[config.mk]
export PLATFORM = sky130hd
export DESIGN_NAME = disk_service_command_unit
export DESIGN_NICKNAME = d
export VERILOG_FILES = /design/src/hdl/dscu_pkg.sv /design/src/hdl/dscu_ctrl.sv /design/src/hdl/dscu_datapath.sv /design/src/hdl/disk_service_command_unit.sv
export SDC_FILE = /design/constraint.sdc
export NUM_CORES = 1
export LEC_CHECK = 0
export BUFFER_PORTS_ARGS = -buffer_cell sky130_fd_sc_hd__buf_4
export CAP_MARGIN = 40
export CORE_MARGIN = 2
export CORE_UTILIZATION = 45
export CTS_CLUSTER_DIAMETER = 50
export DETAILED_ROUTE_END_ITERATION = 12
export GPL_TIMING_DRIVEN = 1
export PLACE_DENSITY = 0.62
export SKIP_CTS_REPAIR_TIMING = 1
export SKIP_LAST_GASP = 1
export SLEW_MARGIN = 40
export SYNTH_ARGS = -nofsm -noshare
export SYNTH_HDL_FRONTEND = slang
export SYNTH_SLANG_ARGS = --single-unit
[constraint.sdc]
create_clock -name i_clk -period 10.1 [get_ports i_clk]
set_input_delay 0.505 -clock i_clk [delete_from_list [all_inputs] [get_ports i_clk]]
set_output_delay 0.505 -clock i_clk [all_outputs]
set_load 0.01 [all_outputs]
[src/hdl/dscu_pkg.sv]
// ----------------------------------------------------------------------------
// dscu_pkg: shared types and constants of the disk service command unit
// Function codes, status codes, geometry field layout and the command and
// status structs that join the controller and the datapath.
// ----------------------------------------------------------------------------
package dscu_pkg;

    // drive slot defaults
    localparam int FLOPPY_DRIVES_DEF = 2;
    localparam int HARD_DRIVES_DEF   = 2;

    // configuration port
    localparam int GEO_W     = 38;
    localparam int CFG_IDX_W = 3;
    localparam logic [CFG_IDX_W-1:0] REG_FLOPPY_COUNT = 3'd0;
    localparam logic [CFG_IDX_W-1:0] REG_HARD_COUNT   = 3'd1;
    localparam logic [CFG_IDX_W-1:0] REG_FLOPPY0_GEO  = 3'd2;
    localparam logic [CFG_IDX_W-1:0] REG_HARD0_GEO    = 3'd4;
    localparam int GEO_REGS = 2;  // geometry registers per drive class

    // status codes
    localparam logic [2:0] ST_OK       = 3'd0;
    localparam logic [2:0] ST_BADCMD   = 3'd1;
    localparam logic [2:0] ST_WP       = 3'd2;
    localparam logic [2:0] ST_NOTFOUND = 3'd3;
    localparam logic [2:0] ST_CTRL     = 3'd5;
    localparam logic [2:0] ST_WFAULT   = 3'd6;

    // register write mask bits
    localparam logic [4:0] M_AH = 5'b00001;
    localparam logic [4:0] M_AL = 5'b00010;
    localparam logic [4:0] M_BL = 5'b00100;
    localparam logic [4:0] M_CX = 5'b01000;
    localparam logic [4:0] M_DX = 5'b10000;

    // service codes
    localparam logic [7:0] F_RESET      = 8'h00;
    localparam logic [7:0] F_LAST_ERR   = 8'h01;
    localparam logic [7:0] F_READ       = 8'h02;
    localparam logic [7:0] F_WRITE      = 8'h03;
    localparam logic [7:0] F_VERIFY     = 8'h04;
    localparam logic [7:0] F_FORMAT     = 8'h05;
    localparam logic [7:0] F_FMT_BAD    = 8'h06;
    localparam logic [7:0] F_FMT_DRV    = 8'h07;
    localparam logic [7:0] F_PARAMS     = 8'h08;
    localparam logic [7:0] F_INIT_PAIR  = 8'h09;
    localparam logic [7:0] F_READ_LONG  = 8'h0a;
    localparam logic [7:0] F_WRITE_LONG = 8'h0b;
    localparam logic [7:0] F_SEEK       = 8'h0c;
    localparam logic [7:0] F_ALT_RESET  = 8'h0d;
    localparam logic [7:0] F_RD_BUF     = 8'h0e;
    localparam logic [7:0] F_WR_BUF     = 8'h0f;
    localparam logic [7:0] F_TEST_RDY   = 8'h10;
    localparam logic [7:0] F_RECAL      = 8'h11;
    localparam logic [7:0] F_RAM_DIAG   = 8'h12;
    localparam logic [7:0] F_DRV_DIAG   = 8'h13;
    localparam logic [7:0] F_CTL_DIAG   = 8'h14;
    localparam logic [7:0] F_TYPE       = 8'h15;
    localparam logic [7:0] F_CHANGE     = 8'h16;
    localparam logic [7:0] F_SET_TYPE   = 8'h17;
    localparam logic [7:0] F_SET_MEDIA  = 8'h18;
    localparam logic [7:0] F_NOP_CARRY  = 8'hf9;
    localparam logic [7:0] F_EXT_CYL    = 8'hfe;

    localparam logic [7:0] HARD_BASE = 8'h80;

    // controller to datapath
    typedef struct packed {
        logic load_in;   // capture request
        logic select;    // pick drive and geometry
        logic mul1;      // first product
        logic mul2;      // second product
        logic finish;    // decode, store last error, load result
    } t_dp_cmd;

    // datapath to controller
    typedef struct packed {
        logic out_free;  // result register can take a new item
    } t_dp_stat;

    // geometry fields
    function automatic logic geo_present(input logic [GEO_W-1:0] g);
        return g[0];
    endfunction
    function automatic logic geo_ro(input logic [GEO_W-1:0] g);
        return g[1];
    endfunction
    function automatic logic geo_rem(input logic [GEO_W-1:0] g);
        return g[2];
    endfunction
    function automatic logic [2:0] geo_cmos(input logic [GEO_W-1:0] g);
        return g[5:3];
    endfunction
    function automatic logic [7:0] geo_sect(input logic [GEO_W-1:0] g);
        return g[13:6];
    endfunction
    function automatic logic [7:0] geo_heads(input logic [GEO_W-1:0] g);
        return g[21:14];
    endfunction
    function automatic logic [15:0] geo_tracks(input logic [GEO_W-1:0] g);
        return g[37:22];
    endfunction

endpackage

[src/hdl/dscu_ctrl.sv]
// ----------------------------------------------------------------------------
// dscu_ctrl: request sequencer
// Steps one request through select, two multiply steps and finish, and
// holds finish until the result register is free.
// ----------------------------------------------------------------------------
module dscu_ctrl (
    input  logic               i_clk,
    input  logic               i_rst_n,
    input  logic               i_valid,
    output logic               o_ready,
    input  dscu_pkg::t_dp_stat i_stat,
    output dscu_pkg::t_dp_cmd  o_cmd
);

    localparam logic [2:0] S_IDLE = 3'd0;
    localparam logic [2:0] S_SEL  = 3'd1;
    localparam logic [2:0] S_MUL1 = 3'd2;
    localparam logic [2:0] S_MUL2 = 3'd3;
    localparam logic [2:0] S_FIN  = 3'd4;

    logic [2:0] r_state;
    logic [2:0] n_state;

    // next state
    always_comb begin
        n_state = r_state;
        unique case (r_state)
            S_IDLE: if (i_valid) n_state = S_SEL;
            S_SEL:  n_state = S_MUL1;
            S_MUL1: n_state = S_MUL2;
            S_MUL2: n_state = S_FIN;
            S_FIN:  if (i_stat.out_free) n_state = S_IDLE;
            default: n_state = S_IDLE;
        endcase
    end

    always_ff @(posedge i_clk) begin
        if (!i_rst_n) begin
            r_state <= S_IDLE;
        end else begin
            r_state <= n_state;
        end
    end

    // commands
    assign o_ready        = (r_state == S_IDLE);
    assign o_cmd.load_in  = (r_state == S_IDLE) && i_valid;
    assign o_cmd.select   = (r_state == S_SEL);
    assign o_cmd.mul1     = (r_state == S_MUL1);
    assign o_cmd.mul2     = (r_state == S_MUL2);
    assign o_cmd.finish   = (r_state == S_FIN) && i_stat.out_free;

endmodule

[src/hdl/dscu_datapath.sv]
// ----------------------------------------------------------------------------
// dscu_datapath: configuration, drive state and result datapath
// Holds configuration and per-slot last error, picks the drive, forms the
// LBA or capacity with two registered multiplies, and holds the result.
// ----------------------------------------------------------------------------
module dscu_datapath #(
    parameter int FLOPPY_DRIVES = dscu_pkg::FLOPPY_DRIVES_DEF,
    parameter int HARD_DRIVES   = dscu_pkg::HARD_DRIVES_DEF
) (
    input  logic                           i_clk,
    input  logic                           i_rst_n,
    input  logic                           i_cfg_we,
    input  logic [dscu_pkg::CFG_IDX_W-1:0] i_cfg_idx,
    input  logic [dscu_pkg::GEO_W-1:0]     i_cfg_data,
    input  dscu_pkg::t_dp_cmd              i_cmd,
    output dscu_pkg::t_dp_stat             o_stat,
    input  logic [7:0]                     i_func,
    input  logic [7:0]                     i_drive_number,
    input  logic [7:0]                     i_head_in,
    input  logic [15:0]                    i_cyl_sect_word,
    input  logic [7:0]                     i_sector_count,
    input  logic                           i_ready,
    output logic                           o_valid,
    output logic [2:0]                     o_status,
    output logic                           o_carry,
    output logic [7:0]                     o_ah_value,
    output logic [7:0]                     o_al_value,
    output logic [2:0]                     o_bl_value,
    output logic [15:0]                    o_cx_value,
    output logic [15:0]                    o_dx_value,
    output logic [4:0]                     o_write_mask,
    output logic                           o_transfer_go,
    output logic                           o_transfer_write,
    output logic [31:0]                    o_lba,
    output logic                           o_motor_reload
);

    localparam int NUM_SLOTS = FLOPPY_DRIVES + HARD_DRIVES;
    localparam int SLOT_W    = $clog2(NUM_SLOTS);
    localparam int FIDX_W    = (FLOPPY_DRIVES > 1) ? $clog2(FLOPPY_DRIVES) : 1;
    localparam int HIDX_W    = (HARD_DRIVES > 1) ? $clog2(HARD_DRIVES) : 1;
    localparam logic [SLOT_W-1:0] HARD_SLOT0 = SLOT_W'(FLOPPY_DRIVES);

    // configuration
    logic [1:0]                 r_floppy_count;
    logic [1:0]                 r_hard_count;
    logic [dscu_pkg::GEO_W-1:0] r_fgeo [FLOPPY_DRIVES];
    logic [dscu_pkg::GEO_W-1:0] r_hgeo [HARD_DRIVES];

    always_ff @(posedge i_clk) begin
        if (!i_rst_n) begin
            r_floppy_count <= '0;
            r_hard_count   <= '0;
            for (int i = 0; i < FLOPPY_DRIVES; i++) r_fgeo[i] <= '0;
            for (int i = 0; i < HARD_DRIVES; i++)   r_hgeo[i] <= '0;
        end else if (i_cfg_we) begin
            if (i_cfg_idx == dscu_pkg::REG_FLOPPY_COUNT) r_floppy_count <= i_cfg_data[1:0];
            if (i_cfg_idx == dscu_pkg::REG_HARD_COUNT)   r_hard_count   <= i_cfg_data[1:0];
            for (int i = 0; i < FLOPPY_DRIVES; i++) begin
                if (i < dscu_pkg::GEO_REGS &&
                    i_cfg_idx == dscu_pkg::REG_FLOPPY0_GEO + dscu_pkg::CFG_IDX_W'(i))
                    r_fgeo[i] <= i_cfg_data;
            end
            for (int i = 0; i < HARD_DRIVES; i++) begin
                if (i < dscu_pkg::GEO_REGS &&
                    i_cfg_idx == dscu_pkg::REG_HARD0_GEO + dscu_pkg::CFG_IDX_W'(i))
                    r_hgeo[i] <= i_cfg_data;
            end
        end
    end

    // request capture
    logic [7:0]  r_func, r_disk, r_head, r_count;
    logic [15:0] r_cx;

    always_ff @(posedge i_clk) begin
        if (i_cmd.load_in) begin
            r_func  <= i_func;
            r_disk  <= i_drive_number;
            r_head  <= i_head_in;
            r_cx    <= i_cyl_sect_word;
            r_count <= i_sector_count;
        end
    end

    // drive selection
    logic                       sel_floppy, sel_hard;
    logic [7:0]                 hard_num;
    logic                       r_sel, r_is_floppy;
    logic [SLOT_W-1:0]          r_slot;
    logic [dscu_pkg::GEO_W-1:0] r_geo;

    assign hard_num   = r_disk - dscu_pkg::HARD_BASE;
    assign sel_floppy = (r_disk < {6'd0, r_floppy_count}) && (r_disk < 8'(FLOPPY_DRIVES));
    assign sel_hard   = (r_disk >= dscu_pkg::HARD_BASE) &&
                        (hard_num < {6'd0, r_hard_count}) && (hard_num < 8'(HARD_DRIVES));

    always_ff @(posedge i_clk) begin
        if (i_cmd.select) begin
            r_sel       <= sel_floppy || sel_hard;
            r_is_floppy <= sel_floppy;
            if (sel_floppy) begin
                r_slot <= SLOT_W'(r_disk);
                r_geo  <= r_fgeo[r_disk[FIDX_W-1:0]];
            end else if (sel_hard) begin
                r_slot <= HARD_SLOT0 + SLOT_W'(hard_num);
                r_geo  <= r_hgeo[hard_num[HIDX_W-1:0]];
            end else begin
                r_slot <= '0;
                r_geo  <= '0;
            end
        end
    end

    // geometry and address fields
    logic [7:0]  g_sect, g_heads;
    logic [15:0] g_tracks;
    logic [5:0]  sect;
    logic [9:0]  track;
    logic        is_type;

    assign g_sect   = dscu_pkg::geo_sect(r_geo);
    assign g_heads  = dscu_pkg::geo_heads(r_geo);
    assign g_tracks = dscu_pkg::geo_tracks(r_geo);
    assign sect     = r_cx[5:0];
    assign track    = {r_cx[7:6], r_cx[15:8]};
    assign is_type  = (r_func == dscu_pkg::F_TYPE);

    // multiply steps: (track*heads + head)*sect + sect-1, or tracks*heads*sect
    logic [24:0] r_m1;
    logic [31:0] r_m2;
    logic [15:0] m1_a;
    logic [32:0] m2_prod;

    assign m1_a    = is_type ? g_tracks : {6'd0, track};
    assign m2_prod = r_m1 * g_sect;

    always_ff @(posedge i_clk) begin
        if (i_cmd.mul1)
            r_m1 <= {9'd0, m1_a} * {17'd0, g_heads} +
                    (is_type ? 25'd0 : {17'd0, r_head});
        if (i_cmd.mul2)
            r_m2 <= m2_prod[31:0] + (is_type ? 32'd0 : 32'({26'd0, sect} - 32'd1));
    end

    // last error per slot
    logic [2:0] r_last_err [NUM_SLOTS];

    // result decode
    logic        present;
    logic        fin, store, ah_ovr;
    logic [2:0]  code;
    logic [2:0]  n_status;
    logic        n_carry;
    logic [7:0]  n_ah, n_al, ah_alt;
    logic [2:0]  n_bl;
    logic [15:0] n_cx, n_dx, tm1;
    logic [7:0]  hm1;
    logic [4:0]  n_mask;
    logic        n_go, n_wr, n_motor;
    logic [31:0] n_lba;
    logic [1:0]  cnt;

    assign present = r_sel && dscu_pkg::geo_present(r_geo);
    assign tm1     = g_tracks - 16'd1;
    assign hm1     = g_heads - 8'd1;
    assign cnt     = (r_disk < dscu_pkg::HARD_BASE) ? r_floppy_count : r_hard_count;

    always_comb begin
        fin      = 1'b0;
        store    = 1'b0;
        ah_ovr   = 1'b0;
        ah_alt   = '0;
        code     = dscu_pkg::ST_OK;
        n_status = dscu_pkg::ST_OK;
        n_carry  = 1'b0;
        n_ah     = '0;
        n_al     = '0;
        n_bl     = '0;
        n_cx     = '0;
        n_dx     = '0;
        n_mask   = '0;
        n_go     = 1'b0;
        n_wr     = 1'b0;
        n_lba    = '0;
        n_motor  = r_is_floppy && r_sel &&
                   (r_func == dscu_pkg::F_RESET || r_func == dscu_pkg::F_READ ||
                    r_func == dscu_pkg::F_WRITE || r_func == dscu_pkg::F_FORMAT ||
                    r_func == dscu_pkg::F_READ_LONG || r_func == dscu_pkg::F_WRITE_LONG);
        unique case (r_func)
            dscu_pkg::F_RESET, dscu_pkg::F_INIT_PAIR, dscu_pkg::F_TEST_RDY,
            dscu_pkg::F_RECAL, dscu_pkg::F_RAM_DIAG, dscu_pkg::F_DRV_DIAG,
            dscu_pkg::F_CTL_DIAG: begin
                fin  = 1'b1;
                code = present ? dscu_pkg::ST_OK : dscu_pkg::ST_CTRL;
            end
            dscu_pkg::F_LAST_ERR: begin
                n_al    = r_sel ? {5'd0, r_last_err[r_slot]} : {5'd0, dscu_pkg::ST_CTRL};
                n_carry = (n_al != 8'd0);
                n_mask  = dscu_pkg::M_AL;
            end
            dscu_pkg::F_READ, dscu_pkg::F_WRITE, dscu_pkg::F_VERIFY: begin
                fin = 1'b1;
                if (!present) begin
                    code = dscu_pkg::ST_CTRL;
                end else if (r_head >= g_heads || sect == 6'd0 ||
                             {2'd0, sect} > g_sect || {6'd0, track} >= g_tracks) begin
                    code = dscu_pkg::ST_NOTFOUND;
                end else if (r_func == dscu_pkg::F_WRITE && dscu_pkg::geo_ro(r_geo)) begin
                    code = dscu_pkg::geo_rem(r_geo) ? dscu_pkg::ST_WP : dscu_pkg::ST_WFAULT;
                end else begin
                    code   = dscu_pkg::ST_OK;
                    n_go   = (r_func != dscu_pkg::F_VERIFY);
                    n_wr   = (r_func == dscu_pkg::F_WRITE);
                    n_lba  = n_go ? r_m2 : 32'd0;
                    n_al   = r_count;
                    n_mask = dscu_pkg::M_AL;
                end
            end
            dscu_pkg::F_FORMAT, dscu_pkg::F_FMT_BAD, dscu_pkg::F_FMT_DRV,
            dscu_pkg::F_RD_BUF, dscu_pkg::F_WR_BUF: begin
                fin  = 1'b1;
                code = dscu_pkg::ST_CTRL;
            end
            dscu_pkg::F_PARAMS: begin
                fin = 1'b1;
                if (!present) begin
                    code = dscu_pkg::ST_CTRL;
                end else begin
                    code   = dscu_pkg::ST_OK;
                    n_bl   = dscu_pkg::geo_cmos(r_geo);
                    n_cx   = {tm1[7:0], g_sect | {tm1[9:8], 6'd0}};
                    n_dx   = {hm1, 6'd0, cnt};
                    n_mask = dscu_pkg::M_AL | dscu_pkg::M_BL | dscu_pkg::M_CX | dscu_pkg::M_DX;
                end
            end
            dscu_pkg::F_READ_LONG, dscu_pkg::F_WRITE_LONG, dscu_pkg::F_SET_TYPE,
            dscu_pkg::F_SET_MEDIA: begin
                fin  = 1'b1;
                code = dscu_pkg::ST_BADCMD;
            end
            dscu_pkg::F_SEEK, dscu_pkg::F_ALT_RESET: begin
                fin  = 1'b1;
                code = dscu_pkg::ST_OK;
            end
            dscu_pkg::F_TYPE: begin
                fin    = 1'b1;
                ah_ovr = 1'b1;
                if (!present) begin
                    code   = dscu_pkg::ST_CTRL;
                    ah_alt = 8'd0;
                end else if (r_disk >= dscu_pkg::HARD_BASE) begin
                    n_mask = dscu_pkg::M_CX | dscu_pkg::M_DX;
                    if (dscu_pkg::geo_cmos(r_geo) != 3'd0 || dscu_pkg::geo_rem(r_geo)) begin
                        ah_alt = 8'd1;
                    end else begin
                        ah_alt = 8'd3;
                        n_cx   = r_m2[31:16];
                        n_dx   = r_m2[15:0];
                    end
                end else begin
                    ah_alt = 8'd1;
                end
            end
            dscu_pkg::F_CHANGE: begin
                if (!present) begin
                    fin  = 1'b1;
                    code = dscu_pkg::ST_CTRL;
                end else begin
                    store   = 1'b1;
                    n_mask  = dscu_pkg::M_AH;
                    n_carry = (r_disk < dscu_pkg::HARD_BASE);
                    n_ah    = (r_disk < dscu_pkg::HARD_BASE) ? 8'd6 : 8'd0;
                end
            end
            dscu_pkg::F_NOP_CARRY: begin
                n_carry = 1'b1;
            end
            dscu_pkg::F_EXT_CYL: begin
                if (r_sel) begin
                    n_dx   = {6'd0, g_tracks[9:0]};
                    n_mask = dscu_pkg::M_DX;
                end
            end
            default: begin
                fin  = 1'b1;
                code = dscu_pkg::ST_BADCMD;
            end
        endcase
        // common completion: status, AH, carry and last error
        if (fin) begin
            n_status = code;
            n_ah     = ah_ovr ? ah_alt : {5'd0, code};
            n_carry  = (code != dscu_pkg::ST_OK);
            n_mask   = n_mask | dscu_pkg::M_AH;
            store    = 1'b1;
        end
    end

    // last error update; code is OK for the change query
    always_ff @(posedge i_clk) begin
        if (!i_rst_n) begin
            for (int i = 0; i < NUM_SLOTS; i++) r_last_err[i] <= '0;
        end else if (i_cmd.finish && store && r_sel) begin
            r_last_err[r_slot] <= n_status;
        end
    end

    // result register
    logic r_out_valid;

    always_ff @(posedge i_clk) begin
        if (!i_rst_n) begin
            r_out_valid <= 1'b0;
        end else if (i_cmd.finish) begin
            r_out_valid <= 1'b1;
        end else if (i_ready) begin
            r_out_valid <= 1'b0;
        end
    end

    always_ff @(posedge i_clk) begin
        if (i_cmd.finish) begin
            o_status         <= n_status;
            o_carry          <= n_carry;
            o_ah_value       <= n_ah;
            o_al_value       <= n_al;
            o_bl_value       <= n_bl;
            o_cx_value       <= n_cx;
            o_dx_value       <= n_dx;
            o_write_mask     <= n_mask;
            o_transfer_go    <= n_go;
            o_transfer_write <= n_wr;
            o_lba            <= n_lba;
            o_motor_reload   <= n_motor;
        end
    end

    assign o_valid         = r_out_valid;
    assign o_stat.out_free = !r_out_valid || i_ready;

endmodule

[src/hdl/disk_service_command_unit.sv]
// ----------------------------------------------------------------------------
// disk_service_command_unit: BIOS-style disk service request unit
// Decodes one disk service request per item, checks the drive and address,
// computes the LBA and returns the register results and transfer command.
// ----------------------------------------------------------------------------
// channel   direction  handshake            payload
// request   in         i_valid / o_ready    func, drive, head, cyl/sect, count
// result    out        o_valid / i_ready    status, carry, AH..DX, mask, xfer
// config    in         i_cfg_we             i_cfg_idx, i_cfg_data
//
// An item passes from accept to result through capture at accept, drive
// select, two registered multiply steps (track*heads+head, then *sectors),
// and finish loading the result register. The next item is taken in the
// cycle after finish. One item is in work at a time; the result register
// lets the next item be accepted while a result waits. A stalled result
// holds finish until taken. Reset is synchronous, active low, and clears
// configuration and last error.
// ----------------------------------------------------------------------------
module disk_service_command_unit #(
    parameter int FLOPPY_DRIVES = dscu_pkg::FLOPPY_DRIVES_DEF,
    parameter int HARD_DRIVES   = dscu_pkg::HARD_DRIVES_DEF
) (
    input  logic                           i_clk,
    input  logic                           i_rst_n,
    input  logic                           i_cfg_we,
    input  logic [dscu_pkg::CFG_IDX_W-1:0] i_cfg_idx,
    input  logic [dscu_pkg::GEO_W-1:0]     i_cfg_data,
    input  logic                           i_valid,
    output logic                           o_ready,
    input  logic [7:0]                     i_func,
    input  logic [7:0]                     i_drive_number,
    input  logic [7:0]                     i_head_in,
    input  logic [15:0]                    i_cyl_sect_word,
    input  logic [7:0]                     i_sector_count,
    output logic                           o_valid,
    input  logic                           i_ready,
    output logic [2:0]                     o_status,
    output logic                           o_carry,
    output logic [7:0]                     o_ah_value,
    output logic [7:0]                     o_al_value,
    output logic [2:0]                     o_bl_value,
    output logic [15:0]                    o_cx_value,
    output logic [15:0]                    o_dx_value,
    output logic [4:0]                     o_write_mask,
    output logic                           o_transfer_go,
    output logic                           o_transfer_write,
    output logic [31:0]                    o_lba,
    output logic                           o_motor_reload
);

    dscu_pkg::t_dp_cmd  cmd;
    dscu_pkg::t_dp_stat stat;

    dscu_ctrl u_ctrl (
        .i_clk   (i_clk),
        .i_rst_n (i_rst_n),
        .i_valid (i_valid),
        .o_ready (o_ready),
        .i_stat  (stat),
        .o_cmd   (cmd)
    );

    dscu_datapath #(
        .FLOPPY_DRIVES (FLOPPY_DRIVES),
        .HARD_DRIVES   (HARD_DRIVES)
    ) u_dp (
        .i_clk            (i_clk),
        .i_rst_n          (i_rst_n),
        .i_cfg_we         (i_cfg_we),
        .i_cfg_idx        (i_cfg_idx),
        .i_cfg_data       (i_cfg_data),
        .i_cmd            (cmd),
        .o_stat           (stat),
        .i_func           (i_func),
        .i_drive_number   (i_drive_number),
        .i_head_in        (i_head_in),
        .i_cyl_sect_word  (i_cyl_sect_word),
        .i_sector_count   (i_sector_count),
        .i_ready          (i_ready),
        .o_valid          (o_valid),
        .o_status         (o_status),
        .o_carry          (o_carry),
        .o_ah_value       (o_ah_value),
        .o_al_value       (o_al_value),
        .o_bl_value       (o_bl_value),
        .o_cx_value       (o_cx_value),
        .o_dx_value       (o_dx_value),
        .o_write_mask     (o_write_mask),
        .o_transfer_go    (o_transfer_go),
        .o_transfer_write (o_transfer_write),
        .o_lba            (o_lba),
        .o_motor_reload   (o_motor_reload)
    );

    // a transfer is only issued on success
    a_go_ok: assert property (@(posedge i_clk) disable iff (!i_rst_n)
        o_valid && o_transfer_go |-> o_status == dscu_pkg::ST_OK && !o_carry)
        else $error("transfer issued with error status");

    // write direction only with a transfer
    a_wr_go: assert property (@(posedge i_clk) disable iff (!i_rst_n)
        o_valid && o_transfer_write |-> o_transfer_go)
        else $error("write direction without transfer");

    // an unmasked DX register reads zero
    a_dx_mask: assert property (@(posedge i_clk) disable iff (!i_rst_n)
        o_valid && !o_write_mask[4] |-> o_dx_value == 16'd0)
        else $error("DX set while not in write mask");

    // no new request while the previous one is still in work
    a_one_item: assert property (@(posedge i_clk) disable iff (!i_rst_n)
        i_valid && o_ready |=> !o_ready)
        else $error("request accepted back to back");

endmodule
Yosys cells after proc, flatten, opt, wreduce, memory -nomap -nowiden:

Memory sizes are Yosys's and may differ from the RTL's. A register that Yosys moved wholly into a read port is not among the register bits.
Index checks and enable logic that the tools add are counted.

* mux-type cells: 92
* reductions and logical operators: 43
* add/sub/neg operators: 7
* equality and inequality tests: 36
* multiply operators: 2
* $lt $le $gt $ge: 9
* bitwise operators: 8

Operator list (number)
* two-way mux 38 bit: 6
* two-way mux 16 bit: 9
* two-way mux 8 bit: 10
* == test 8 x 4 -> 1 bit (second input constant): 8
* == test 8 x 5 -> 1 bit (second input constant): 7
* one-hot mux 16 bit (3 select lines): 1
* two-way mux 3 bit: 11
* adder 32 bit: 1
* == test 8 x 3 -> 1 bit (second input constant): 4
* multiplier 25 x 8 -> 32 bit: 1
* two-way mux 1 bit: 32
* two-way mux 32 bit: 1
* one-hot mux 16 bit (2 select lines): 1
* two-way mux 5 bit: 6
* one-hot mux 5 bit (6 select lines): 1
* adder 24 x 25 -> 25 bit: 1
* multiplier 16 x 8 -> 24 bit: 1
* == test 8 x 2 -> 1 bit (second input constant): 2
* == test 8 bit (second input constant): 2
* >= comparator 10 x 16 -> 1 bit: 1
* < comparator 8 x 2 -> 1 bit: 2
* < comparator 8 x 2 -> 1 bit (second input constant): 2
* two-way mux 2 bit: 8
* one-hot mux 8 bit (2 select lines): 1
* 38 further kinds: 78

* logic and storage cells: 228
* input port bits: 94
* output and inout bits: 97
* flip-flop bits (word level): 250
* memory bits (writable): 164
* memories: 3

Memory list
* u_dp.r_fgeo: words 2, bits a word 38, read ports 1, clocked after Yosys merged registers in 1, wr ports 2, line dscu_datapath.sv:47 `logic [dscu_pkg::GEO_W-1:0] r_fgeo [FLOPPY_DRIVES];`
* u_dp.r_hgeo: words 2, bits a word 38, read ports 1, clocked after Yosys merged registers in 0, wr ports 2, line dscu_datapath.sv:48 `logic [dscu_pkg::GEO_W-1:0] r_hgeo [HARD_DRIVES];`
* u_dp.r_last_err: words 4, bits a word 3, read ports 1, clocked after Yosys merged registers in 1, wr ports 4, line dscu_datapath.sv:147 `logic [2:0] r_last_err [NUM_SLOTS];`

Longest topological paths before layout:

* depth in word-level cells: 11
* gate-level depth with buffers: 25
* gate-level depth less buffers: 23

Cells and area by module:

Synthesis repeated with hierarchy kept, for this count alone.

* cell total of the unflattened synthesis: 2413
* area total of the unflattened synthesis: 27884.2 um^2

By module, submodules not included
* dscu_datapath: instances 1, area each 27706.6 um^2, seq. area each 12201.7 um^2, cells each 2394
* dscu_ctrl: instances 1, area each 177.7 um^2, seq. area each 60.1 um^2, cells each 19

Worst setup path after synthesis:

OpenSTA, ideal clock, no wires.

* path kind: reg-to-reg
* start point: register u_ctrl.r_state[2]
* end point: memory u_dp.r_last_err[2][0] (enable)
* buffers on the path: 0
* library setup time: 0.302 ns
* clock period less this slack: 6.443 ns
* data required time: 9.798 ns
* setup slack: 3.657 ns
* arrival: 6.141 ns
* stages on the path, launching flop included: 6
* cell sequence: dfxtp_1 nor3b_1 nor2b_1 nand4_1 or3_1 nand2_1

RTL lines
* from (decl): line dscu_ctrl.sv:21 `logic [2:0] r_state;`
* from (signal assigned): line dscu_ctrl.sv:41 `r_state <= n_state;`
* to (decl): line dscu_datapath.sv:147

Final worst setup path:

* start point: register u_dp.r_func[5]
* end point: register u_dp.r_m2[21] (data pin)

* cells in the longest elaborated chain, start to end: 3

Ends and longest elaborated chain
* from (decl): line dscu_datapath.sv:73 `logic [7:0] r_func, r_disk, r_head, r_count;`
* from (signal assigned): line dscu_datapath.sv:78 `r_func <= i_func;`
* == test 8 x 5 -> 1 bit: line dscu_datapath.sv:127 `assign is_type = (r_func == dscu_pkg::F_TYPE);`
* two-way mux 32 bit: line dscu_datapath.sv:143 `r_m2 <= m2_prod[31:0] + (is_type ? 32'd0 : 32'({26'd0, sect} - 32'd1));`
* adder 32 bit: line dscu_datapath.sv:143
* to (signal assigned): line dscu_datapath.sv:143
* to (decl): line dscu_datapath.sv:131 `logic [31:0] r_m2;`

Every way passes these cells.
A chain may end at the register's enable or synchronous reset.

==> out/metrics.csv <==
stage;metric;value;unit
outcome;status;completed;
synth;synth_cells;2439;
timing;skew;0.0119;ns
clock_network;clk_latency;0.60;ns
route;wl_per_cell;20.2;µm
timing;finalHoldViolCount;0;
finish;synthToLayoutAreaGrowth;14.8;%
clock_network;cts_tree;done;
global_routing;track_usage;0.225;
critical_path;max_stage_delay;0.54;ns
die;die_area;64200;µm²
critical_path;critPathMostFrequentCell;fa_1;
placed_design;portBuffers;185;
finish;layout-drive-gt1-share;0.123;
route;avgViaCountPerCell;5.31;
run;drv_cap;0;
synth;synth-edff-count;401;
power;peakVddDrop;0.191;mV
critical_path;reg2reg_depth;21;
critical_path;crit_path_start;u_dp.r_func[5];
route;antenna_left;0;
die;initial_utilization;0.455;
clock_network;cts_root_buf;clkbuf_16;
timing;finalCriticalPeriod;7.09;ns
global_routing;grt_max_degree;53;
finish;design_area;32200;µm²
clock_network;cts_buffer_depth;3;
power;p_leak;13.7;nW
critical_path;path_class;register to register;
synth;synth_area_leaders;edfxtp_1 (43%), fa_1 (19%), ha_1 (6.0%);
critical_path;r2r_end;u_dp.r_m2[21];
synth;yosys_warnings;0;
synth;synth.most_common_cell;edfxtp_1;
synth;synth_area;28000;µm²
timing;max_slew_margin;0.404;
timing;post-route-period-util;0.702;
critical_path;cp_top_family;adder cells;
critical_path;arrival;7.47;ns
critical_path;worstPathMaxFanout;26;
die;chipHeight;253;µm
timing;tightestPinTransition;0.885;ns
finish;fin_nets;3110;
timing;grt_setup_unrepaired;no;
finish;instances_no_fill;3500;
route;dr.first_iter.drc_count;1474;
die;ios;191;
placed_design;dp_cells;3405;
die;rows;91;
finish;n_fill_cell;5381;
timing;setup_viol;0;
synth;synthFlopType;edfxtp_1;
die;die_w;253;µm
die;core_area;61600;µm²
global_routing;antenna_found_initial;2;
synth;synth_area_leader_cell;edfxtp_1;
route;routed_wl;70700;µm
route;dr.pass1.iters;7;
critical_path;r2r-start;u_dp.r_func[5];
placed_design;place_ws;3.04;ns
critical_path;slowest_stage;fa_1;
critical_path;cp_cell_sequence;nor3_1 > nand4b_1 > or2_1 > buf_4 > and2_1 > inv_2 > fa_1 > fa_1 > inv_1 > fa_1 > inv_1 > fa_1 > inv_1 > ha_1 > a211o_1 > o311ai_2 > a21oi_1 > o21a_1 > o31a_1 > o211a_1 > o311ai_1;
synth;synth_common_cells;edfxtp_1 (401), inv_1 (376), fa_1 (260);
timing;fin_ws;3.01;ns
critical_path;start_kind;register;
critical_path;cp.required;10.48;ns
synth;synth-async-reset-ratio;0;
placed_design;placed_area;30400;µm²
global_routing;overflow;0;
finish;utilization;0.522;
finish;multiInputGateArea;14100;µm²
finish;regArea;12300;µm²
route;drc;0;
power;power;6.83;mW
power;power_density;212;nW/µm²
min_path;holdCritPathClass;primary input to register;
finish;num_antenna_cells;0;
synth;ys_seq_elements;412;
synth;syn_area_per_cell;11.5;µm²
timing;holdWs;0.0806;ns
clock_network;clkTransAtPathRegs;0.06;ns
global_routing;grt_pass1_vias;19600;
critical_path;cp-end-kind;register;
synth;ys_seq_area_frac;0.438;
placed_design;dpl.hpwl;53300;µm
clock_network;h-tree-depth;2;
clock_network;cts_sinks;412;
critical_path;crit_buf_inv;5;
timing;setup-tns-final;0;ns
clock_network;cts-buffers-inserted;51;
critical_path;rrSetupSlack;3.01;ns
synth;synth.top_cell.area_share;0.430;
synth;synth.distinct_cells;77;
timing;finalMaxSlewViolations;0;
timing;clock.fmax;141;MHz
global_routing;grt_pass1_wl;110000;µm
critical_path;endpoint;u_dp.r_m2[21];
placed_design;gp_routability_congestion;0.908;
route;vias;18600;
critical_path;crit_cells;21;
==> state kept, by name, summed over array words and instances (netlist names), 5 cells and up, named ones only <==
name and cells:
u_dp.r_fgeo 76, u_dp.r_hgeo 76, u_dp.r_geo 38, u_dp.o_lba 32, u_dp.r_m2 32, u_dp.r_m1 25, u_dp.o_cx_value 16, u_dp.o_dx_value 16
u_dp.r_cx 16, u_dp.r_last_err 12, u_dp.o_al_value 8, u_dp.r_count 8, u_dp.r_disk 8, u_dp.r_func 8, u_dp.r_head 8, u_dp.o_write_mask 5
==> routing by layer <==
layer | GRT usage | vias to the layer above | wire [µm]
met3 | 0.0460 | 96 | 5110
met5 | 0 | - | 0
met1 | 0.297 | 9342 | 29500
met4 | 0.0712 | 0 | 1890
li1 | - | 8528 | -
met2 | 0.372 | 611 | 34200
==> cell type report <==
class | instances | share of cell area
clock buffers | 60 | 0.0407
clock inverters | 34 | 0.0130
inverters | 381 | 0.0445
multi-input cells | 1563 | 0.438
repair buffers | 213 | 0.0503
flip-flops and latches | 412 | 0.381
well taps | 837 | 0.0326
==> cells by family (layout without fill, tap and decap cells) <==
kind of cell    Yosys count  after routing  synth area share
buf+inv                 468            688            0.0636
xor+xnor                 58             58            0.0181
mux                      93             93            0.0347
flops                   412            412             0.438
fa+ha+maj               394            394             0.246
other cells               1              5          0.000134
compound gates          272            272            0.0649
simple gates            741            741             0.135
==> worst min-delay path by stage <==
| stage | slack (ns) | end | depth (start not counted) | start |
|---|---|---|---|---|
| floorplan | 0.47 | u_ctrl.r_state[0] | 1 | u_ctrl.r_state[0] |
| global placement | 0.49 | u_dp.r_hard_count[0] | 2 | u_dp.r_hard_count[0] |
| detailed placement | 0.50 | u_dp.r_hard_count[0] | 2 | u_dp.r_hard_count[0] |
| CTS | 0.05 | u_dp.r_disk[2] | 1 | i_drive_number[2] |
| global route | 0.06 | u_dp.r_disk[2] | 1 | i_drive_number[2] |
| finish | 0.08 | u_dp.r_disk[2] | 1 | i_drive_number[2] |
==> cells in the final DEF (no fill, tap or decap), types with 41 or more instances in the layout <==
cell type,count
edfxtp_1,401
inv_1,375
fa_1,260
and2_1,226
nand2_1,215
buf_4,208
ha_1,134
nor2_1,112
mux2i_1,87
o21ai_0,58
xnor2_1,51
clkbuf_16,51
and3_1,43
o22ai_1,42
a21oi_1,41
==> worst register-to-register path, delay by kind of cell (launching register included) <==
kind	cells	cell delay (ns)
adder cells (fa/ha/maj)	5	2.45
AO/OA/AOI/OAI	7	1.87
AND/OR/NAND/NOR	4	1.23
buffers and inverters	5	0.90
flip-flops	1	0.43
==> power breakdown <==
part | total, mW | switching [mW] | internal, mW
combinational | 2.76 | 1.60 | 1.17
clock | 1.85 | 0.749 | 1.10
sequential | 2.22 | 0.105 | 2.12
Note: power is estimated with default switching activity, not from simulation.
